==> config.mk <==
export PLATFORM = sky130hd
export DESIGN_NAME = midi_channel_message_parser
export DESIGN_NICKNAME = d
export VERILOG_FILES = /design/src/hdl/mcmp_pkg.sv /design/src/hdl/midi_channel_message_parser.sv
export SDC_FILE = /design/constraint.sdc
export NUM_CORES = 1
export LEC_CHECK = 0
export BUFFER_PORTS_ARGS = -buffer_cell sky130_fd_sc_hd__buf_4
export CORE_ASPECT_RATIO = 0.5
export CORE_MARGIN = 10
export CORE_UTILIZATION = 31
export CTS_CLUSTER_SIZE = 20
export DETAILED_ROUTE_END_ITERATION = 10
export GPL_ROUTABILITY_DRIVEN = 0
export PLACE_DENSITY_LB_ADDON = 0.08
export SLEW_MARGIN = 20
export SYNTH_ARGS = -nofsm -noshare
export SYNTH_HDL_FRONTEND = slang
export SYNTH_SLANG_ARGS = --single-unit
==> constraint.sdc <==
create_clock -name i_clk -period 2.7 [get_ports i_clk]
set_input_delay 0.675 -clock i_clk [delete_from_list [all_inputs] [get_ports i_clk]]
set_output_delay 0.675 -clock i_clk [all_outputs]
set_load 0.01 [all_outputs]
==> src/hdl/mcmp_pkg.sv <==
package mcmp_pkg;

    typedef enum logic [1:0] {
        PH_IDLE   = 2'd0,
        PH_FIRST  = 2'd1,
        PH_SINGLE = 2'd2,
        PH_SECOND = 2'd3
    } t_phase;

    // command nibbles (upper half of a status byte)
    localparam logic [3:0] CMD_NOTE_OFF  = 4'h8;
    localparam logic [3:0] CMD_BEND      = 4'hE;
    localparam logic [3:0] CMD_NOTE_ON   = 4'h9;
    localparam logic [3:0] CMD_CONTROL   = 4'hB;
    localparam logic [3:0] CMD_PROGRAM   = 4'hC;
    localparam logic [3:0] CMD_CHAN_PRES = 4'hD;

    // position of the current word inside a resent run
    localparam logic [1:0] IDX_STATUS = 2'd0;
    localparam logic [1:0] IDX_DATA1  = 2'd1;
    localparam logic [1:0] IDX_DATA2  = 2'd2;

    typedef struct packed {
        logic [7:0] status;
        logic [6:0] d1;
        logic [6:0] d2;
        logic [2:0] kind;
        logic [4:0] chan;
        logic       mapper;
        logic       three;
    } t_msg;

endpackage

==> src/hdl/midi_channel_message_parser.sv <==
// An input word is registered in the input register and decoded from there; the first
// thru word of a completed message then comes out of the result register.
// Throughput: one input word per cycle while o_stall is low; a completed message
// holds the output register for its 2 or 3 thru words: the only stall source.
// Reset (synchronous, i_rst_n low): parser returns to waiting for status, held
// command, channel and first data clear to zero, no words pending.
module midi_channel_message_parser
    import mcmp_pkg::*;
(
    input  logic        i_clk,
    input  logic        i_rst_n,
    input  logic        i_valid,
    output logic        o_stall,
    input  logic [7:0]  i_rx_byte,
    output logic        o_valid,
    input  logic        i_stall,
    output logic [7:0]  o_thru_byte,
    output logic        o_last_of_run,
    output logic [2:0]  o_msg_kind,
    output logic [4:0]  o_chan_number,
    output logic [6:0]  o_first_data,
    output logic [6:0]  o_second_data,
    output logic [13:0] o_bend_value,
    output logic        o_to_mapper
);

    // input register
    logic       r_in_valid;
    logic [7:0] r_in_byte;

    // parser state
    t_phase     r_phase, n_phase;
    logic [3:0] r_cmd, n_cmd;
    logic [3:0] r_chan, n_chan;
    logic [6:0] r_first, n_first;

    // result register
    logic       r_run_valid;
    logic [1:0] r_idx;
    t_msg       r_msg;

    logic       produce;
    t_msg       n_msg;
    logic       out_fire;
    logic       out_last;
    logic       run_free;
    logic       s1_adv;
    logic       in_fire;

    assign out_last = (r_idx == IDX_DATA2) || (r_idx == IDX_DATA1 && !r_msg.three);
    assign out_fire = r_run_valid && !i_stall;
    assign run_free = !r_run_valid || (out_fire && out_last);
    assign s1_adv   = !r_in_valid || !produce || run_free;
    assign o_stall  = r_in_valid && !s1_adv;
    assign in_fire  = i_valid && !o_stall;

    always_comb begin
        n_phase  = r_phase;
        n_cmd    = r_cmd;
        n_chan   = r_chan;
        n_first  = r_first;
        produce  = 1'b0;
        n_msg.status = {r_cmd, r_chan};
        n_msg.kind   = r_cmd[2:0];
        n_msg.chan   = {1'b0, r_chan} + 5'd1;
        n_msg.d1     = r_first;
        n_msg.d2     = r_in_byte[6:0];
        n_msg.mapper = 1'b0;
        n_msg.three  = 1'b1;
        if (r_in_byte[7]) begin
            n_cmd   = r_in_byte[7:4];
            n_chan  = r_in_byte[3:0];
            n_phase = (r_in_byte[7:4] == CMD_PROGRAM || r_in_byte[7:4] == CMD_CHAN_PRES)
                      ? PH_SINGLE : PH_FIRST;
        end else begin
            unique case (r_phase)
                PH_FIRST: begin
                    n_first = r_in_byte[6:0];
                    n_phase = PH_SECOND;
                end
                PH_SINGLE: begin
                    n_phase      = PH_IDLE;
                    produce      = (r_cmd == CMD_PROGRAM || r_cmd == CMD_CHAN_PRES);
                    n_msg.d1     = r_in_byte[6:0];
                    n_msg.d2     = 7'd0;
                    n_msg.three  = 1'b0;
                    n_msg.mapper = (r_cmd == CMD_PROGRAM);
                end
                PH_SECOND: begin
                    n_phase      = PH_IDLE;
                    // system commands (0xF) fall out here with no thru words
                    produce      = (r_cmd >= CMD_NOTE_OFF) && (r_cmd <= CMD_BEND)
                                   && (r_cmd != CMD_PROGRAM) && (r_cmd != CMD_CHAN_PRES);
                    n_msg.mapper = (r_cmd == CMD_NOTE_ON || r_cmd == CMD_CONTROL);
                end
                default: begin
                    n_phase = PH_IDLE;
                end
            endcase
        end
    end

    always_ff @(posedge i_clk) begin
        if (!i_rst_n) begin
            r_in_valid  <= 1'b0;
            r_phase     <= PH_IDLE;
            r_cmd       <= 4'd0;
            r_chan      <= 4'd0;
            r_first     <= 7'd0;
            r_run_valid <= 1'b0;
            r_idx       <= IDX_STATUS;
        end else begin
            if (s1_adv) begin
                r_in_valid <= in_fire;
            end
            if (r_in_valid && s1_adv) begin
                r_phase <= n_phase;
                r_cmd   <= n_cmd;
                r_chan  <= n_chan;
                r_first <= n_first;
            end
            if (r_in_valid && produce && run_free) begin
                r_run_valid <= 1'b1;
                r_idx       <= IDX_STATUS;
            end else if (out_fire) begin
                if (out_last) begin
                    r_run_valid <= 1'b0;
                end
                r_idx <= r_idx + 2'd1;
            end
        end
    end

    always_ff @(posedge i_clk) begin
        if (in_fire) begin
            r_in_byte <= i_rx_byte;
        end
        if (r_in_valid && produce && run_free) begin
            r_msg <= n_msg;
        end
    end

    always_comb begin
        case (r_idx)
            IDX_STATUS: o_thru_byte = r_msg.status;
            IDX_DATA1:  o_thru_byte = {1'b0, r_msg.d1};
            default:    o_thru_byte = {1'b0, r_msg.d2};
        endcase
    end

    assign o_valid       = r_run_valid;
    assign o_last_of_run = out_last;
    assign o_msg_kind    = r_msg.kind;
    assign o_chan_number = r_msg.chan;
    assign o_first_data  = r_msg.d1;
    assign o_second_data = r_msg.d2;
    assign o_bend_value  = {r_msg.d2, r_msg.d1};
    assign o_to_mapper   = r_msg.mapper;

endmodule
==> results.md, run 1 <==
* Most common cell in the netlist: buf_4
* Largest family of logic cells by synthesized area: simple AND/OR/NAND/NOR gates
* Remaining DRCs at 0
* Deepest clock path buffer count at 2
* Synth Area in Simple Gates at 13.5%
* Vias in the first global route at 1683
* CP Data Arrival Time at 1830 ps
* Util after Layout at about two fifths
* Area leader, netlist: edfxtp_1
* Worst-path clk slew at 50 ps
* Port Buffer Count at 59
* Num ports at 60
* Via count at 1625
* Leakage power at 1.26 nW
* Synth Area in Adders at under 10%
* Die ar. at 13000 um2
* Crit path buf inv count at 2
* Share of cells above drive strength 1 at between 30% and 40%
* Layout Cells excl Fill at 371
* Clock root buffer: clkbuf_16
* Routed Antenna Nets at 0
* Starting Density at approximately 33%
* Mux contribution to synthesized area at ~5.6%
* Power share of the combinational group at 2.7%
* Core Box Area at 8200 um2
* Row cnt at 23
* Sink Count at 58
* Global Route Usage Sum at 9.71%
* Status: complete, no violations
* Detailed placer's ending HPWL at around 4.3 mm
* XOR/XNOR Fraction of Synth Area at 0.981%
* Relative slew slack at 71.2%
* Asr flop ratio synth at 0%
* Mapped Nets at 240
* Syn Area/Cell at 12.0 um2
* Clk_skew at 5.37 ps
* Grt ovf at 0
* Net Sw Frac at between 10% and 20%
* RSZ-0062 raised after global routing: false
* Total number of yosys warnings at 0
* H-tree depth at 3
* Power Total at 2.11 mW
* Synth Flop Type: edfxtp_1
* Worst Tran Pin Value at 432 ps
* Max IR drop VDD at 0.000287 V
* Die height at 85.7 um
* First drt pass iteration count at 4
* Flop pwr share at a little under half
* Worst hold path type: flop to flop
* Max Cap Violations at 0
* CP max stage cell: nor2_2
* Final period util at 92.9%
* Post-synth top area share at 41.5%
* DRT Wirelength at 5.95 mm
* Setup crit end kind: primary output
* Vias/cell at 4.38
* Worst skew pair latency at 320 ps
* Cell Chain, Critical Path: inv_1 -> ha_1 -> nor2_2 -> nand2_1 -> nand2_1 -> buf_4
* Final setup violation count at 0
* Nets at 270
* Post-Syn Instances at roughly 220
* Critical Path Fanout Max at 9
* Synth cell count leaders: buf_4 (38), edfxtp_1 (37), nand2_1 (32)
* Global-route wire length before repair at 9.34 mm
* Tmin final at 2510 ps
* # diodes at 0
* Post-synth cell types at 37
* DP Area at roughly 3000 um2
* Power per cell area at 647 nW/um2
* Final Hold Fails at 0
* Initial DRC Count at 43
* Power Internal at 1.70 mW
* Initial antenna violation count at 0
* Setup TNS at 0 ps
* Cell mode on critical path: nand2_1
* Final worst slack at 193 ps
* Clock network fraction of total power at 50.8%
* Finished Cell Area at 3260 um2
* Crit start category: flop
* Dpl cells at 355
* Fin Hold WS at between 400 and 500 ps
* Register area share after synthesis at 57.2%
* Post-CTS Hold Buffers at 0
* Slew Limit Fails at 0
* P&R area growth vs syn at 21.7%
* Die X at ~150 um
* CP peak stage delay at 420 ps
* Crit Path Class: flop to primary output
* Synth top area cells: edfxtp_1 (41%), dfxtp_1 (16%), buf_4 (11%), nand2_1 (4.5%), nor2b_1 (4.4%)
* Net Sw Power at 0.411 mW
* Post-synth design cell area at 2680 um2
* TritonCTS clock tree: yes
* Fmax at 399 MHz
* Worst Path Required at 2030 ps
* CTS buffer count at 9
* Wire per inst at between 15 and 20 um
* Compound-gate portion of the synthesized area at ~8.4%
* Post-synthesis register bit count at between 50 and 60
* CP delay by family, top: simple AND/OR/NAND/NOR gates
* DP Worst Slack at 323 ps
* Largest net degree at the start of global routing at 32
* Post-synth EDFFs at 37
==> logic make-up (layout without fill, tap and decap cells) <==
| family | count (synthesis) | in the layout |
|---|---|---|
| AO/OA/AOI/OAI | 26 | 26 |
| XOR/XNOR | 3 | 3 |
| adder cells (fa/ha/maj) | 4 | 4 |
| buffers and inverters | 49 | 84 |
| flip-flops | 58 | 58 |
| multiplexers | 14 | 14 |
| AND/OR/NAND/NOR | 70 | 70 |
==> metal layers <==
layer	wire length, um	track usage [%]
met4	83	4.69
met3	449	4.98
met2	2830	15.1
met5	0	0
met1	2590	10.8
==> final timing paths <==
kind | from | end | slack (ps) | cells after the start
worst max-delay path | r_idx[0] | o_thru_byte[3] | 190 | 6
worst min-delay path | r_cmd[1] | r_msg[29] | 500 | 0
worst max register to register | r_idx[1] | r_in_byte[7] | 590 | 6
worst min register to register | r_cmd[1] | r_msg[29] | 500 | 0
==> registers in the layout, indices dropped and copies added, names as in the netlist <==
| signal | count |
|---|---|
| o_valid | 1 |
| r_cmd | 4 |
| r_chan | 4 |
| r_first | 7 |
| r_phase | 2 |
| r_in_valid | 1 |
| r_msg | 9 |
| o_to_mapper | 1 |
| o_first_data | 7 |
| r_in_byte | 8 |
| r_idx | 2 |
| o_second_data | 7 |
| o_chan_number | 5 |
==> placed cells by master, fill, tap and decap left out, types with 2 or more instances in the layout <==
cell type / n
clkinv_1: 2
clkbuf_1: 3
a22oi_1: 7
clkbuf_16: 9
o21a_1: 2
dfxtp_1: 21
nor3b_1: 2
nand2_1: 32
ha_1: 3
buf_4: 62
xnor2_1: 2
nor2_1: 4
mux2_2: 7
nor2_2: 2
a21boi_0: 8
nor2b_1: 18
and2_1: 2
edfxtp_1: 37
mux2i_1: 7
inv_1: 5
nand2b_1: 3
==> final cells by class <==
class	count	area (um2)
fillers	798	4940
repair buffers	62	465
clock inverters	4	42.5
clock buffers	12	236
inverters	6	25.0
well taps	112	140
flip-flops and latches	58	1530
multi-input cells	117	818
==> power groups by stage <==
stage	Sequential [mW]	Combinational [mW]	Clock, mW
floorplan	0.991	0.0355	0
global placement	0.998	0.0567	0
detailed placement	0.999	0.0580	0
CTS	0.981	0.0582	1.10
global route	0.984	0.0641	1.15
finish	0.982	0.0565	1.07
==> what timing repair did <==
| action | 4_1_cts | 5_1_grt |
|---|---|---|
| setup buffers | 0 | 0 |
| gates cloned | 0 | 0 |
| setup endpoints to repair | 5 | 1 |
| resized for setup | 1 | 1 |
Note: power is estimated with default switching activity, not from simulation.
==> run 2: changes to the inputs <==
--- a/config.mk
+++ b/config.mk
@@ -7,9 +7,8 @@
 export LEC_CHECK = 0
 export BUFFER_PORTS_ARGS = -buffer_cell sky130_fd_sc_hd__buf_4
 export CORE_ASPECT_RATIO = 0.5
-export CORE_MARGIN = 10
 export CORE_UTILIZATION = 31
-export CTS_CLUSTER_SIZE = 20
+export CTS_CLUSTER_SIZE = 25
 export DETAILED_ROUTE_END_ITERATION = 10
 export GPL_ROUTABILITY_DRIVEN = 0
 export PLACE_DENSITY_LB_ADDON = 0.08
==> constraint.sdc (replaced) <==
create_clock -name i_clk -period 2 [get_ports i_clk]
set_input_delay 0.5 -clock i_clk [delete_from_list [all_inputs] [get_ports i_clk]]
set_output_delay 0.5 -clock i_clk [all_outputs]
set_load 0.01 [all_outputs]
==> results.md, run 2 (synthesis gave the netlist of run 1 again) <==
* Status: complete, no violations
* Initial antenna violation count at 0
* First drt pass iteration count at 4
* Worst Reg2Reg Path Length in Cells at 7
* Util after Layout at 41.9%
* CTS buffer count at 9
* Global-route wire length before repair at 8.30 mm
* Max reg flops at 9
* Multi-input logic area at 887 um2
* Clock root buffer: clkbuf_16
* Filler Cell Count at 793
* Num ports at 60
* Worst skew pair latency at 320 ps
* Routed Antenna Nets at 0
* M1 wire length at roughly 2.6 mm
* Global Route Usage Sum at around an eighth
* Reg2reg start: r_idx[1]
* Sequential Area at 1540 um2
* Relative slew slack at 72.8%
* CP max stage cell: dfxtp_4
* Final worst slack at 2.95 ps
* Port Buffer Count at 59
* Starting Density at 32.8%
* WHS Path Cells at 1
* DRT Wirelength at 5.48 mm
* DR top layer: met4
* TritonCTS clock tree: yes
* Biggest regs: r_msg: 9 flops, r_in_byte: 8 flops
* Tmin final at 2000 ps
* Layout Cells excl Fill at 379
* Met2 wire len at 2.47 mm
* Cell mode on critical path: nand2_1
* Max Cap Violations at 0
* Setup TNS at 0 ps
* Die X at around 130 um
* Flop pwr share at 48.4%
* Crit Path Class: flop to primary output
* Post-CTS Hold Buffers at 0
* Worst Path Required at 1500 ps
* CP startpoint: r_idx[1]
* Setup crit end kind: primary output
* Initial DRC Count at 57
* Slew Limit Fails at 0
* Clock network fraction of total power at between 40% and 50%
* Sink Count at 58
* Largest Register: r_msg
* CP peak stage delay at roughly 350 ps
* CP Data Arrival Time at about 1500 ps
* Final Hold Fails at 0
* Share of cells above drive strength 1 at between 40% and 50%
* Dpl cells at 360
* Vias/cell at 4.35
* Nets at 278
* Met3 wire length at between 300 and 400 um
* Grt ovf at 0
* H-tree depth at 3
* Max IR drop VDD at around 0.00044 V
* Largest net degree at the start of global routing at 22
* Worst-path clk slew at 50 ps
* Wire per inst at 14.5 um
* Crit start category: flop
* Power per cell area at 797 nW/um2
* RSZ-0062 raised after global routing: true
* Clk_skew at 5.46 ps
* Via count at 1647
* Final setup violation count at 0
* Worst hold path type: input pin to flop
* Remaining DRCs at 0
* Power Internal at 2.16 mW
* Die ar. at 9040 um2
* Cell Chain, Critical Path: inv_4 -> ha_4 -> buf_12 -> nor2_4 -> buf_6 -> nand2_1 -> nand2_1 -> buf_4
* Core Box Area at approximately 8000 um2
* Final period util at between 90 and 100%
* Die height at roughly 68 um
* Detailed placer's ending HPWL at 3.81 mm
* P&R area growth vs syn at 27.8%
* Deepest clock path buffer count at 2
* Power share of the combinational group at 3.0%
* Row cnt at 23
* Commonest non-fill, non-tap cell in the layout: buf_4
* Fmax at 501 MHz
* Net Sw Frac at 20.7%
* # diodes at 0
* DP Worst Slack at 77.0 ps
* Leakage power at approximately 1.3 nW
* Critical Path Fanout Max at 8
* Vias in the first global route at 1542
* Worst Tran Pin Value at 408 ps
* Hold Crit Start: i_rx_byte[6]
* Net Sw Power at 0.565 mW
* Most frequent cells in the layout: buf_4 (64), edfxtp_1 (37), nand2_1 (30)
## run 2: worst paths after layout
| check | slack (ps) | to |
|---|---|---|
| worst min-delay path | 350 | r_in_byte[6] |
| worst max-delay path | 3 | o_thru_byte[6] |
| worst min register to register | 490 | r_msg[31] |
| worst max register to register | 140 | r_in_byte[0] |
## run 2: what timing repair did
| action | CTS | global route |
|---|---|---|
| setup buffers | 2 | 1 |
| resized for setup | 14 | 15 |
| setup endpoints to repair | 8 | 16 |
| hold endpoints to repair | 0 | 0 |
| pin swaps | 1 | 4 |
## run 2: layer usage
metal  up-vias  GRT usage, %
li1        813             -
met1       789          15.5
met2        41          20.9
met3         4          6.23
met4         0          4.69
met5         -             0
## run 2: final cells by class
cell class | instances | share of cell area (%)
Sequential cell | 58 | 44.9
Multi-Input combinational cell | 117 | 25.9
Timing Repair Buffer | 70 | 16.5
Clock buffer | 10 | 6.69
Tap cell | 112 | 4.09
Clock inverter | 6 | 0.986
Inverter | 6 | 0.877
## run 2: power groups by stage
| stage | combinational [mW] | clock (mW) | sequential, mW |
|---|---|---|---|
| global placement | 0.0775 | 0 | 1.35 |
| floorplan | 0.0480 | 0 | 1.34 |
| detailed placement | 0.0787 | 0 | 1.35 |
| finish | 0.0830 | 1.33 | 1.32 |
| global route | 0.0909 | 1.43 | 1.32 |
| CTS | 0.0829 | 1.37 | 1.32 |
## run 2: critical path, delay by kind of cell (launching register included)
family / cells / cell delay (ps)
fa+ha+maj: 1 / 170
simple gates: 3 / 210
buf+inv: 4 / 430
flops: 1 / 350
## run 2: metrics by stage
stage | hold slack, ps | instance area [um2] | power (mW)
3_5_place_dp | 488 | 3030 | 1.43
4_1_cts | 337 | 3360 | 2.77
6_report | 350 | 3420 | 2.73
3_3_place_gp | 479 | 3030 | 1.42
2_1_floorplan | 438 | 2690 | 1.39
5_1_grt | 332 | 3420 | 2.84
